==> config.mk <==
export PLATFORM = sky130hd
export DESIGN_NAME = ps2_scancode_keyboard_decoder_unit
export DESIGN_NICKNAME = d
export VERILOG_FILES = /design/src/design/psk_pkg.sv /design/src/design/psk_ram.sv /design/src/design/psk_cmdq.sv /design/src/design/ps2_scancode_keyboard_decoder_unit.sv
export SDC_FILE = /design/constraint.sdc
export NUM_CORES = 1
export LEC_CHECK = 0
export BUFFER_PORTS_ARGS = -buffer_cell sky130_fd_sc_hd__buf_2
export CELL_PAD_IN_SITES_DETAIL_PLACEMENT = 0
export CELL_PAD_IN_SITES_GLOBAL_PLACEMENT = 2
export CORE_MARGIN = 2
export CORE_UTILIZATION = 51
export CTS_BUF_LIST = sky130_fd_sc_hd__clkbuf_8
export CTS_CLUSTER_DIAMETER = 100
export DETAILED_ROUTE_END_ITERATION = 12
export PLACE_DENSITY_LB_ADDON = 0.1
export SLEW_MARGIN = 20
export SYNTH_ARGS = -nofsm -noshare
export SYNTH_HDL_FRONTEND = slang
export SYNTH_HIERARCHICAL = 1
export SYNTH_SLANG_ARGS = --single-unit
==> constraint.sdc <==
create_clock -name clk -period 8.68 [get_ports clk]
set_input_delay 1.736 -clock clk [delete_from_list [all_inputs] [get_ports clk]]
set_output_delay 1.736 -clock clk [all_outputs]
set_load 0.03 [all_outputs]
==> src/design/psk_pkg.sv <==
// Shared types, codes and the key layout table of the PS/2 set-1 keyboard decoder.
package psk_pkg;

    localparam int QUEUE_DEPTH_DEF = 32;

    // input operations
    localparam logic OP_RX    = 1'b0;
    localparam logic OP_START = 1'b1;

    // configuration register indexes
    localparam logic CFG_INIT_LOCK = 1'b0;
    localparam logic CFG_LED_CMD   = 1'b1;

    localparam logic [7:0] LED_CMD_RESET = 8'd237;

    // result kinds
    localparam logic [1:0] KIND_CHAR  = 2'd0;
    localparam logic [1:0] KIND_BKSP  = 2'd1;
    localparam logic [1:0] KIND_FOCUS = 2'd2;
    localparam logic [1:0] KIND_SEND  = 2'd3;

    // scan codes with a meaning of their own
    localparam logic [7:0] SC_BKSP       = 8'h0e;
    localparam logic [7:0] SC_TAB        = 8'h0f;
    localparam logic [7:0] SC_LSHIFT     = 8'h2a;
    localparam logic [7:0] SC_RSHIFT     = 8'h36;
    localparam logic [7:0] SC_LSHIFT_BRK = 8'haa;
    localparam logic [7:0] SC_RSHIFT_BRK = 8'hb6;
    localparam logic [7:0] SC_CAPS       = 8'h3a;
    localparam logic [7:0] SC_NUM        = 8'h45;
    localparam logic [7:0] SC_SCROLL     = 8'h46;
    localparam logic [7:0] SC_ACK        = 8'hfa;
    localparam logic [7:0] SC_RESEND     = 8'hfe;

    // lock bit masks
    localparam logic [2:0] LOCK_SCROLL = 3'b001;
    localparam logic [2:0] LOCK_NUM    = 3'b010;
    localparam logic [2:0] LOCK_CAPS   = 3'b100;

    localparam logic [7:0] CHAR_UPPER_A = 8'h41;
    localparam logic [7:0] CHAR_UPPER_Z = 8'h5a;
    localparam logic [7:0] CASE_OFFSET  = 8'h20;
    localparam logic [7:0] CHAR_BKSP    = 8'h08;

    typedef struct packed {
        logic       push;
        logic [7:0] data;
        logic       pop;
    } psk_qctl_t;

    typedef struct packed {
        logic       head_valid;
        logic [7:0] head_data;
        logic       empty;
        logic       full;
    } psk_qstat_t;

    typedef struct packed {
        logic [1:0] kind;
        logic [7:0] value;
        logic       focus;
        logic       last;
    } psk_result_t;

    // Japanese layout, make codes below 0x80; zero means no character
    function automatic logic [7:0] map_key(input logic [6:0] idx, input logic shifted);
        logic [7:0] ch;
        ch = 8'h00;
        case (idx)
            7'h02: ch = shifted ? 8'h21 : 8'h31;
            7'h03: ch = shifted ? 8'h22 : 8'h32;
            7'h04: ch = shifted ? 8'h23 : 8'h33;
            7'h05: ch = shifted ? 8'h24 : 8'h34;
            7'h06: ch = shifted ? 8'h25 : 8'h35;
            7'h07: ch = shifted ? 8'h26 : 8'h36;
            7'h08: ch = shifted ? 8'h27 : 8'h37;
            7'h09: ch = shifted ? 8'h28 : 8'h38;
            7'h0a: ch = shifted ? 8'h29 : 8'h39;
            7'h0b: ch = shifted ? 8'h7e : 8'h30;
            7'h0c: ch = shifted ? 8'h3d : 8'h2d;
            7'h0d: ch = shifted ? 8'h7e : 8'h5e;
            7'h10: ch = 8'h51;
            7'h11: ch = 8'h57;
            7'h12: ch = 8'h45;
            7'h13: ch = 8'h52;
            7'h14: ch = 8'h54;
            7'h15: ch = 8'h59;
            7'h16: ch = 8'h55;
            7'h17: ch = 8'h49;
            7'h18: ch = 8'h4f;
            7'h19: ch = 8'h50;
            7'h1a: ch = shifted ? 8'h60 : 8'h40;
            7'h1b: ch = shifted ? 8'h7b : 8'h5b;
            7'h1e: ch = 8'h41;
            7'h1f: ch = 8'h53;
            7'h20: ch = 8'h44;
            7'h21: ch = 8'h46;
            7'h22: ch = 8'h47;
            7'h23: ch = 8'h48;
            7'h24: ch = 8'h4a;
            7'h25: ch = 8'h4b;
            7'h26: ch = 8'h4c;
            7'h27: ch = shifted ? 8'h2b : 8'h3b;
            7'h28: ch = shifted ? 8'h2a : 8'h3a;
            7'h2b: ch = shifted ? 8'h7d : 8'h5d;
            7'h2c: ch = 8'h5a;
            7'h2d: ch = 8'h58;
            7'h2e: ch = 8'h43;
            7'h2f: ch = 8'h56;
            7'h30: ch = 8'h42;
            7'h31: ch = 8'h4e;
            7'h32: ch = 8'h4d;
            7'h33: ch = shifted ? 8'h3c : 8'h2c;
            7'h34: ch = shifted ? 8'h3e : 8'h2e;
            7'h35: ch = shifted ? 8'h3f : 8'h2f;
            7'h37: ch = 8'h2a;
            7'h39: ch = 8'h20;
            7'h47: ch = 8'h37;
            7'h48: ch = 8'h38;
            7'h49: ch = 8'h39;
            7'h4a: ch = 8'h2d;
            7'h4b: ch = 8'h34;
            7'h4c: ch = 8'h35;
            7'h4d: ch = 8'h36;
            7'h4e: ch = 8'h2b;
            7'h4f: ch = 8'h31;
            7'h50: ch = 8'h32;
            7'h51: ch = 8'h33;
            7'h52: ch = 8'h30;
            7'h53: ch = 8'h2e;
            7'h73: ch = shifted ? 8'h5f : 8'h5c;
            7'h7d: ch = shifted ? 8'h7c : 8'h5c;
            default: ch = 8'h00;
        endcase
        return ch;
    endfunction

endpackage

==> src/design/psk_ram.sv <==
// Generic single-port-write, registered-read RAM.
module psk_ram #(
    parameter int WIDTH = 8,
    parameter int DEPTH = psk_pkg::QUEUE_DEPTH_DEF
) (
    input  logic                             clk,
    input  logic                             we,
    input  logic [$clog2(DEPTH)-1:0]         waddr,
    input  logic [WIDTH-1:0]                 wdata,
    input  logic                             re,
    input  logic [$clog2(DEPTH)-1:0]         raddr,
    output logic [WIDTH-1:0]                 rdata
);

    logic [WIDTH-1:0] mem [DEPTH];
    logic [WIDTH-1:0] rdata_reg;

    always_ff @(posedge clk)
    begin
        if (we)
        begin
            mem[waddr] <= wdata;
        end
        if (re)
        begin
            rdata_reg <= mem[raddr];
        end
    end

    assign rdata = rdata_reg;

endmodule

==> src/design/psk_cmdq.sv <==
// Keyboard command byte queue: RAM body with a head register in front.
module psk_cmdq #(
    parameter int DEPTH = psk_pkg::QUEUE_DEPTH_DEF
) (
    input  logic                   clk,
    input  logic                   rst_n,
    input  psk_pkg::psk_qctl_t     ctl,
    output psk_pkg::psk_qstat_t    stat
);

    localparam int AW = $clog2(DEPTH);
    localparam int CW = $clog2(DEPTH + 1);

    logic [AW-1:0] wr_ptr_reg, wr_ptr_next;
    logic [AW-1:0] rd_ptr_reg, rd_ptr_next;
    logic [CW-1:0] ram_cnt_reg, ram_cnt_next;
    logic [CW-1:0] count_reg, count_next;
    logic          hq_valid_reg, hq_valid_next;
    logic [7:0]    hq_data_reg, hq_data_next;
    logic          rd_busy_reg, rd_busy_next;

    logic          hq_free;
    logic          bypass;
    logic          ram_we;
    logic          rd_issue;
    logic [7:0]    ram_rdata;

    // head slot frees up when empty or popped this cycle
    assign hq_free  = !hq_valid_reg || ctl.pop;
    // nothing ahead of the pushed byte: drop it straight into the head slot
    assign bypass   = ctl.push && hq_free && (ram_cnt_reg == '0) && !rd_busy_reg;
    assign ram_we   = ctl.push && !bypass;
    assign rd_issue = (ram_cnt_reg != '0) && !rd_busy_reg && hq_free;

    psk_ram #(
        .WIDTH (8),
        .DEPTH (DEPTH)
    ) u_ram (
        .clk   (clk),
        .we    (ram_we),
        .waddr (wr_ptr_reg),
        .wdata (ctl.data),
        .re    (rd_issue),
        .raddr (rd_ptr_reg),
        .rdata (ram_rdata)
    );

    always_comb
    begin
        wr_ptr_next   = wr_ptr_reg;
        rd_ptr_next   = rd_ptr_reg;
        hq_valid_next = hq_valid_reg;
        hq_data_next  = hq_data_reg;
        rd_busy_next  = rd_issue;
        ram_cnt_next  = ram_cnt_reg + CW'(ram_we) - CW'(rd_issue);
        count_next    = count_reg + CW'(ctl.push) - CW'(ctl.pop);

        if (ram_we)
        begin
            wr_ptr_next = (wr_ptr_reg == AW'(DEPTH - 1)) ? '0 : wr_ptr_reg + AW'(1);
        end
        if (rd_issue)
        begin
            rd_ptr_next = (rd_ptr_reg == AW'(DEPTH - 1)) ? '0 : rd_ptr_reg + AW'(1);
        end

        if (rd_busy_reg)
        begin
            hq_valid_next = 1'b1;
            hq_data_next  = ram_rdata;
        end
        else if (bypass)
        begin
            hq_valid_next = 1'b1;
            hq_data_next  = ctl.data;
        end
        else if (ctl.pop)
        begin
            hq_valid_next = 1'b0;
        end
    end

    always_ff @(posedge clk or negedge rst_n)
    begin
        if (!rst_n)
        begin
            wr_ptr_reg   <= '0;
            rd_ptr_reg   <= '0;
            ram_cnt_reg  <= '0;
            count_reg    <= '0;
            hq_valid_reg <= 1'b0;
            hq_data_reg  <= 8'h00;
            rd_busy_reg  <= 1'b0;
        end
        else
        begin
            wr_ptr_reg   <= wr_ptr_next;
            rd_ptr_reg   <= rd_ptr_next;
            ram_cnt_reg  <= ram_cnt_next;
            count_reg    <= count_next;
            hq_valid_reg <= hq_valid_next;
            hq_data_reg  <= hq_data_next;
            rd_busy_reg  <= rd_busy_next;
        end
    end

    assign stat.head_valid = hq_valid_reg;
    assign stat.head_data  = hq_data_reg;
    assign stat.empty      = (count_reg == '0);
    assign stat.full       = (count_reg == CW'(DEPTH));

    a_pop_needs_head: assert property (@(posedge clk) disable iff (!rst_n)
        ctl.pop |-> hq_valid_reg)
        else $error("pop without a head byte");

    a_no_push_full: assert property (@(posedge clk) disable iff (!rst_n)
        ctl.push |-> !stat.full)
        else $error("push into a full queue");

    a_land_on_free: assert property (@(posedge clk) disable iff (!rst_n)
        rd_busy_reg |-> !hq_valid_reg)
        else $error("RAM read lands on an occupied head slot");

endmodule

==> src/design/ps2_scancode_keyboard_decoder_unit.sv <==
// Top level of the PS/2 set-1 scan code decoder with LED command queue.
// Path from input transfer to the first result transfer: input register, decode state,
//   then the finish state that loads the result buffer.
// Decode of the next item waits for the finish of the previous one; a finish waits while
//   a result stays in the buffer or the queue head is still coming out of the RAM.
// Reset: asynchronous, active low; clears keys, locks, focus and queue. No clearing pass.
module ps2_scancode_keyboard_decoder_unit #(
    parameter int QUEUE_DEPTH = psk_pkg::QUEUE_DEPTH_DEF
) (
    input  logic       clk,
    input  logic       rst_n,
    // item channel
    input  logic       in_valid,
    output logic       in_stall,
    input  logic       opcode,
    input  logic [7:0] scan_code,
    // result channel
    output logic       out_valid,
    input  logic       out_stall,
    output logic [1:0] kind,
    output logic [7:0] value,
    output logic       focus_target,
    output logic       last,
    // configuration writes
    input  logic       cfg_we,
    input  logic       cfg_index,
    input  logic [7:0] cfg_data
);

    typedef enum logic {
        ST_DECODE,
        ST_FINISH
    } state_t;

    state_t state_reg, state_next;

    // configuration
    logic [2:0] init_lock_reg, init_lock_next;
    logic [7:0] led_cmd_reg, led_cmd_next;

    // input register
    logic       in_valid_reg, in_valid_next;
    logic       in_opcode_reg, in_opcode_next;
    logic [7:0] in_scan_reg, in_scan_next;

    // keyboard state
    logic [1:0] shift_reg, shift_next;
    logic [2:0] lock_reg, lock_next;
    logic       focus_reg, focus_next;
    logic       awaiting_reg, awaiting_next;
    logic [7:0] pending_reg, pending_next;

    // what decode hands to finish
    logic       ev_valid_reg, ev_valid_next;
    logic [1:0] ev_kind_reg, ev_kind_next;
    logic [7:0] ev_value_reg, ev_value_next;
    logic       push2_reg, push2_next;
    logic [2:0] push2_data_reg, push2_data_next;

    // result buffer, slot 0 is presented
    psk_pkg::psk_result_t ob_reg [2];
    psk_pkg::psk_result_t ob_next [2];
    logic [1:0] ob_cnt_reg, ob_cnt_next;

    psk_pkg::psk_qctl_t  qctl;
    psk_pkg::psk_qstat_t qstat;

    logic       in_accept;
    logic       in_take;
    logic       out_transfer;
    logic       send;
    logic       ob_room;
    logic       fin;
    logic       push_cmd;
    logic [7:0] raw_char;
    logic [7:0] key_char;
    psk_pkg::psk_result_t res_ev;
    psk_pkg::psk_result_t res_send;

    psk_cmdq #(
        .DEPTH (QUEUE_DEPTH)
    ) u_cmdq (
        .clk   (clk),
        .rst_n (rst_n),
        .ctl   (qctl),
        .stat  (qstat)
    );

    // Hold the input register while the previous item is still finishing.
    assign in_take      = (state_reg == ST_DECODE) && in_valid_reg;
    assign in_stall     = in_valid_reg && !in_take;
    assign in_accept    = in_valid && !in_stall;

    assign out_valid    = (ob_cnt_reg != 2'd0);
    assign out_transfer = out_valid && !out_stall;

    // Send the queue head when bytes wait and no acknowledge is owed. The lock byte of
    // this item is only pushed behind its command byte, so the queue is never empty then.
    assign send    = !qstat.empty && !awaiting_reg;
    // Finish only into a buffer that is empty or drains this cycle.
    assign ob_room = (ob_cnt_reg == 2'd0) || ((ob_cnt_reg == 2'd1) && out_transfer);
    assign fin     = (state_reg == ST_FINISH) && ob_room && (!send || qstat.head_valid);

    // Layout lookup, then fold to lower case when caps lock and shift agree.
    assign raw_char = in_scan_reg[7] ? 8'h00
                    : psk_pkg::map_key(in_scan_reg[6:0], shift_reg != 2'b00);

    always_comb
    begin
        key_char = raw_char;
        if ((raw_char >= psk_pkg::CHAR_UPPER_A) && (raw_char <= psk_pkg::CHAR_UPPER_Z)
            && (((lock_reg & psk_pkg::LOCK_CAPS) != 3'b000) == (shift_reg != 2'b00)))
        begin
            key_char = raw_char + psk_pkg::CASE_OFFSET;
        end
    end

    always_comb
    begin
        res_ev.kind    = ev_kind_reg;
        res_ev.value   = ev_value_reg;
        res_ev.focus   = focus_reg;
        res_ev.last    = !send;
        res_send.kind  = psk_pkg::KIND_SEND;
        res_send.value = qstat.head_data;
        res_send.focus = focus_reg;
        res_send.last  = 1'b1;
    end

    always_comb
    begin
        state_next      = state_reg;
        init_lock_next  = init_lock_reg;
        led_cmd_next    = led_cmd_reg;
        in_valid_next   = in_valid_reg;
        in_opcode_next  = in_opcode_reg;
        in_scan_next    = in_scan_reg;
        shift_next      = shift_reg;
        lock_next       = lock_reg;
        focus_next      = focus_reg;
        awaiting_next   = awaiting_reg;
        pending_next    = pending_reg;
        ev_valid_next   = ev_valid_reg;
        ev_kind_next    = ev_kind_reg;
        ev_value_next   = ev_value_reg;
        push2_next      = push2_reg;
        push2_data_next = push2_data_reg;
        ob_next         = ob_reg;
        ob_cnt_next     = ob_cnt_reg;
        push_cmd        = 1'b0;
        qctl.push       = 1'b0;
        qctl.data       = led_cmd_reg;
        qctl.pop        = 1'b0;

        if (cfg_we)
        begin
            case (cfg_index)
                psk_pkg::CFG_INIT_LOCK: init_lock_next = cfg_data[2:0];
                psk_pkg::CFG_LED_CMD:   led_cmd_next   = cfg_data;
                default: ;
            endcase
        end

        // input register: load on transfer, drop once decode takes it
        if (in_accept)
        begin
            in_valid_next  = 1'b1;
            in_opcode_next = opcode;
            in_scan_next   = scan_code;
        end
        else if (in_take)
        begin
            in_valid_next = 1'b0;
        end

        // Decode: update key state, record the event, push the command byte.
        if (in_take)
        begin
            state_next    = ST_FINISH;
            ev_valid_next = 1'b0;
            ev_kind_next  = psk_pkg::KIND_CHAR;
            ev_value_next = 8'h00;
            push2_next    = 1'b0;
            if (in_opcode_reg == psk_pkg::OP_START)
            begin
                lock_next  = init_lock_reg;
                push_cmd   = 1'b1;
                push2_next = 1'b1;
            end
            else
            begin
                if (key_char != 8'h00)
                begin
                    ev_valid_next = 1'b1;
                    ev_value_next = key_char;
                end
                case (in_scan_reg)
                    psk_pkg::SC_BKSP:
                    begin
                        ev_valid_next = 1'b1;
                        ev_kind_next  = psk_pkg::KIND_BKSP;
                        ev_value_next = psk_pkg::CHAR_BKSP;
                    end
                    psk_pkg::SC_TAB:
                    begin
                        focus_next    = !focus_reg;
                        ev_valid_next = 1'b1;
                        ev_kind_next  = psk_pkg::KIND_FOCUS;
                        ev_value_next = {7'b0000000, !focus_reg};
                    end
                    psk_pkg::SC_LSHIFT:     shift_next = shift_reg | 2'b01;
                    psk_pkg::SC_RSHIFT:     shift_next = shift_reg | 2'b10;
                    psk_pkg::SC_LSHIFT_BRK: shift_next = shift_reg & 2'b10;
                    psk_pkg::SC_RSHIFT_BRK: shift_next = shift_reg & 2'b01;
                    psk_pkg::SC_CAPS:
                    begin
                        lock_next  = lock_reg ^ psk_pkg::LOCK_CAPS;
                        push_cmd   = 1'b1;
                        push2_next = 1'b1;
                    end
                    psk_pkg::SC_NUM:
                    begin
                        lock_next  = lock_reg ^ psk_pkg::LOCK_NUM;
                        push_cmd   = 1'b1;
                        push2_next = 1'b1;
                    end
                    psk_pkg::SC_SCROLL:
                    begin
                        lock_next  = lock_reg ^ psk_pkg::LOCK_SCROLL;
                        push_cmd   = 1'b1;
                        push2_next = 1'b1;
                    end
                    psk_pkg::SC_ACK:
                    begin
                        awaiting_next = 1'b0;
                    end
                    psk_pkg::SC_RESEND:
                    begin
                        // repeat the last byte only while its acknowledge is owed
                        if (awaiting_reg)
                        begin
                            ev_valid_next = 1'b1;
                            ev_kind_next  = psk_pkg::KIND_SEND;
                            ev_value_next = pending_reg;
                        end
                    end
                    default: ;
                endcase
            end
            push2_data_next = lock_next;
            // a full queue drops the byte; the lock bits toggle anyway
            qctl.push = push_cmd && !qstat.full;
            qctl.data = led_cmd_reg;
        end

        // result buffer drains one slot per transfer
        if (out_transfer)
        begin
            ob_next[0]  = ob_reg[1];
            ob_cnt_next = ob_cnt_reg - 2'd1;
        end

        // Finish: push the lock byte, pop and send the head, load the results.
        if (fin)
        begin
            state_next = ST_DECODE;
            qctl.push  = push2_reg && !qstat.full;
            qctl.data  = {5'b00000, push2_data_reg};
            qctl.pop   = send;
            if (send)
            begin
                pending_next  = qstat.head_data;
                awaiting_next = 1'b1;
            end
            ob_cnt_next = 2'(ev_valid_reg) + 2'(send);
            ob_next[0]  = ev_valid_reg ? res_ev : res_send;
            ob_next[1]  = res_send;
        end
    end

    always_ff @(posedge clk or negedge rst_n)
    begin
        if (!rst_n)
        begin
            state_reg      <= ST_DECODE;
            init_lock_reg  <= 3'b000;
            led_cmd_reg    <= psk_pkg::LED_CMD_RESET;
            in_valid_reg   <= 1'b0;
            in_opcode_reg  <= psk_pkg::OP_RX;
            in_scan_reg    <= 8'h00;
            shift_reg      <= 2'b00;
            lock_reg       <= 3'b000;
            focus_reg      <= 1'b0;
            awaiting_reg   <= 1'b0;
            pending_reg    <= 8'h00;
            ev_valid_reg   <= 1'b0;
            ev_kind_reg    <= psk_pkg::KIND_CHAR;
            ev_value_reg   <= 8'h00;
            push2_reg      <= 1'b0;
            push2_data_reg <= 3'b000;
            ob_reg[0]      <= '0;
            ob_reg[1]      <= '0;
            ob_cnt_reg     <= 2'd0;
        end
        else
        begin
            state_reg      <= state_next;
            init_lock_reg  <= init_lock_next;
            led_cmd_reg    <= led_cmd_next;
            in_valid_reg   <= in_valid_next;
            in_opcode_reg  <= in_opcode_next;
            in_scan_reg    <= in_scan_next;
            shift_reg      <= shift_next;
            lock_reg       <= lock_next;
            focus_reg      <= focus_next;
            awaiting_reg   <= awaiting_next;
            pending_reg    <= pending_next;
            ev_valid_reg   <= ev_valid_next;
            ev_kind_reg    <= ev_kind_next;
            ev_value_reg   <= ev_value_next;
            push2_reg      <= push2_next;
            push2_data_reg <= push2_data_next;
            ob_reg[0]      <= ob_next[0];
            ob_reg[1]      <= ob_next[1];
            ob_cnt_reg     <= ob_cnt_next;
        end
    end

    assign kind         = ob_reg[0].kind;
    assign value        = ob_reg[0].value;
    assign focus_target = ob_reg[0].focus;
    assign last         = ob_reg[0].last;

    a_send_sets_wait: assert property (@(posedge clk) disable iff (!rst_n)
        (fin && send) |=> awaiting_reg)
        else $error("byte sent without waiting for its acknowledge");

    a_two_slot_last: assert property (@(posedge clk) disable iff (!rst_n)
        (ob_cnt_reg == 2'd2) |-> (!ob_reg[0].last && ob_reg[1].last))
        else $error("last flag misplaced in a two-result group");

    a_wait_has_result: assert property (@(posedge clk) disable iff (!rst_n)
        $rose(awaiting_reg) |-> out_valid)
        else $error("acknowledge owed but no sent byte buffered");

endmodule
==> metrics.cfg <==
[synthesis]
synth_top_family_by_area=multiplexers
yosys.area.top_type_share_pct=46.3
yosys_warnings=6
synthesis.area_mm2=0.0171
yosys-top-cells-area=edfxtp_1, dfrtp_1, mux4_2
ys_seq_area_share_pct=61.7
synthSimpleGateAreaFrac_pct=11.6
synth_xor_xnor_area_share_pct=0.869
synth_common_cells=edfxtp_1, nand2_1, dfrtp_1
synth_cell_type_count=95
synth_fa_ha_area_share_pct=2.19
syn_nets=1270
synth_cells=1219
ys_seq_elements=369
netlist.top_cell.by_area=edfxtp_1
avgSynthCellArea_um2=14.1
synthFlopType=edfxtp_1
synth_compound_area_share_pct=7.39
muxShareOfSynthArea_pct=12.6
synth_most_common_cell=edfxtp_1
async_reset_ff_share_pct=28.5
synth_edf_count=264

[grt]
grt_usage_pct=24.0
grt_max_degree=70
overflow=0
grt_pass1_vias=10300
grt_pass1_wl_um=63600
antenna_found_initial=0

[hold_path]
whs_path_depth=1
worstHoldEndpoint=ob_reg[0]$_DFFE_PN0P_
hold_start=ob_reg[0]$_DFFE_PN0P_
hold_class=flip-flop to flip-flop

[worst_setup_path]
cp-end-kind=flip-flop
r2r_cells=17
cp.arrival_ps=5810
cp.required_ps=9220
r2r-start=u_cmdq/count_reg[2]$_DFF_PN0_
reg2reg_to=u_cmdq/ram_cnt_reg[4]$_DFF_PN0_
critPathLaunchType=input pin
crit_type=input pin to flip-flop
regToRegSetupSlack_ps=3770
crit_fanout=16

[clock_network]
cts_buffer_depth=3
cts_hold_buf=0
cts_sinks=369
cts_buffers=59
cts-root-buf=clkbuf_8
cts_resized=0
cts_setup_buffers=0
clk_pin_slew_ps=60
cts_tree=yes
h-tree-depth=2
clock_latency_ps=660

[layout]
layout-drive-gt1-share_pct=20.8
areaGrowthSynthToFinish_pct=9.26
fill_cells=2757
regArea_mm2=0.0106
fin_nets=1302
n_antenna_cell=0
multi_input_area_mm2=0.00597
largest_reg_flops=256
fin_cells=1746

[detailed_routing]
via_per_inst=6.01
antenna_left=0
drt-initial-drc-count=1023
wl_per_cell_um=23.6
vias=10500
drtPass1Iterations=5
wirelength_um=41100
drc=0

[sta]
final_max_slew_viol_count=0
fin_skew_ps=29.8
rsz0062_at_grt=no
slew_headroom_pct=37.5
tns_ps=0
tightestPinTransition_ps=938
period_needed_ps=5270
finalCritPeriodShare_pct=60.7
final_hold_viol_count=0
setup_ws_ps=3410
clock.fmax_mhz=190
setup_viol=0

[floorplanning]
die_area_mm2=0.0351
start_util_pct=51.5
core_area_mm2=0.0333
die_w_um=187
rows=67
io-pin-count=37
die_height_um=187

[pwr]
swShare_pct=38.4
pwr-share-clk_pct=21.8
power.density_mw_per_mm2=358
vdd_drop_max_uv=223
intPower_mw=4.13
power_frac_seq_pct=38.3
combinationalPowerShare_pct=39.8
leakage_nw=6.83
p_sw_mw=2.58

[flow_run]
max_cap_violations=0

[place]
pre_cts_ws_ps=2720
dp.final_hpwl_um=26000
gp_congestion=0.866
place_inst=1638
io_buffers=36

[outcome]
status=complete, no violations

==> layout by cell type (no fill, tap or decap), types with 8 or more instances in the layout <==
| cell | n |
|---|---|
| mux4_2 | 80 |
| mux2i_1 | 9 |
| nand4_1 | 10 |
| xor2_1 | 10 |
| o21ai_0 | 44 |
| nand2b_1 | 10 |
| buf_2 | 35 |
| a211oi_1 | 18 |
| nand2_1 | 145 |
| inv_1 | 51 |
| dfrtp_1 | 96 |
| nor2b_1 | 20 |
| edfxtp_1 | 264 |
| clkbuf_8 | 62 |
| mux2_2 | 24 |
| ha_1 | 26 |
| a21o_1 | 9 |
| and3_1 | 8 |
| nor2_1 | 76 |
| nor3_1 | 16 |
| nand3b_1 | 13 |
| nand3_1 | 17 |
| a21oi_1 | 31 |
| clkinv_1 | 18 |
| a31oi_1 | 17 |
| buf_4 | 18 |
==> worst max-delay path by stage <==
stage,start,endpoint,cells past startpoint
4_1_cts,out_stall,u_cmdq/ram_cnt_reg[4]$_DFF_PN0_,17
6_report,out_stall,u_cmdq/ram_cnt_reg[4]$_DFF_PN0_,17
5_1_grt,out_stall,u_cmdq/ram_cnt_reg[4]$_DFF_PN0_,17
2_1_floorplan,out_stall,u_cmdq/ram_cnt_reg[4]$_DFF_PN0_,17
3_3_place_gp,out_stall,u_cmdq/ram_cnt_reg[4]$_DFF_PN0_,17
3_5_place_dp,out_stall,u_cmdq/ram_cnt_reg[4]$_DFF_PN0_,17
==> layer usage <==
| metal | vias to the layer above | part of all wire [%] | global-route usage [%] |
|---|---|---|---|
| li1 | 4725 | - | - |
| met1 | 5310 | 43 | 34.1 |
| met2 | 382 | 48 | 37.8 |
| met3 | 70 | 6.4 | 4.24 |
| met4 | 0 | 2.5 | 8.46 |
| met5 | - | 0 | 0 |
==> power by group through the flow <==
| stage | Sequential [mW] | Clock (mW) | Combinational (mW) |
|---|---|---|---|
| 6_report | 2.57 | 1.46 | 2.67 |
| 5_1_grt | 2.61 | 1.58 | 2.91 |
| 4_1_cts | 2.58 | 1.51 | 2.69 |
| 3_5_place_dp | 2.61 | 0 | 2.68 |
| 3_3_place_gp | 2.61 | 0 | 2.68 |
| 2_1_floorplan | 2.47 | 0 | 2.05 |
==> area by class of cell <==
type	instances	area share [%]
repair buffers	53	1.66
multi-input cells	729	31.9
well taps	448	2.99
inverters	39	0.809
clock buffers	62	4.56
flip-flops and latches	369	56.5
clock inverters	46	1.62
==> critical path, cell delays in order <==
cell      delay (ps)
buf_2             90
inv_1             50
a21o_1           200
o311ai_4          90
clkinv_1         490
nand2_1          470
clkinv_1         340
and2b_1          400
or3_1            330
clkinv_4         190
ha_1             310
inv_1             40
ha_1             230
fa_1             450
a21oi_1          140
o21ai_0          100
xor2_1           150
==> stage by stage <==
stage | hold slack, ps | util [%] | power (mW) | instance area [um^2]
6_report | 471 | 56.2 | 6.70 | 18700
3_5_place_dp | 460 | 52.8 | 5.29 | 17600
2_1_floorplan | 430 | - | 4.52 | 17100
4_1_cts | 474 | 56.2 | 6.77 | 18700
5_1_grt | 488 | 56.2 | 7.10 | 18700
3_3_place_gp | 451 | 52.8 | 5.29 | 17600
==> cells by family after synthesis <==
family,after synthesis
simple gates,386
flops,369
compound gates,184
buf+inv,121
mux,113
fa+ha+maj,29
xor+xnor,17
Note: power is estimated with default switching activity, not from simulation.
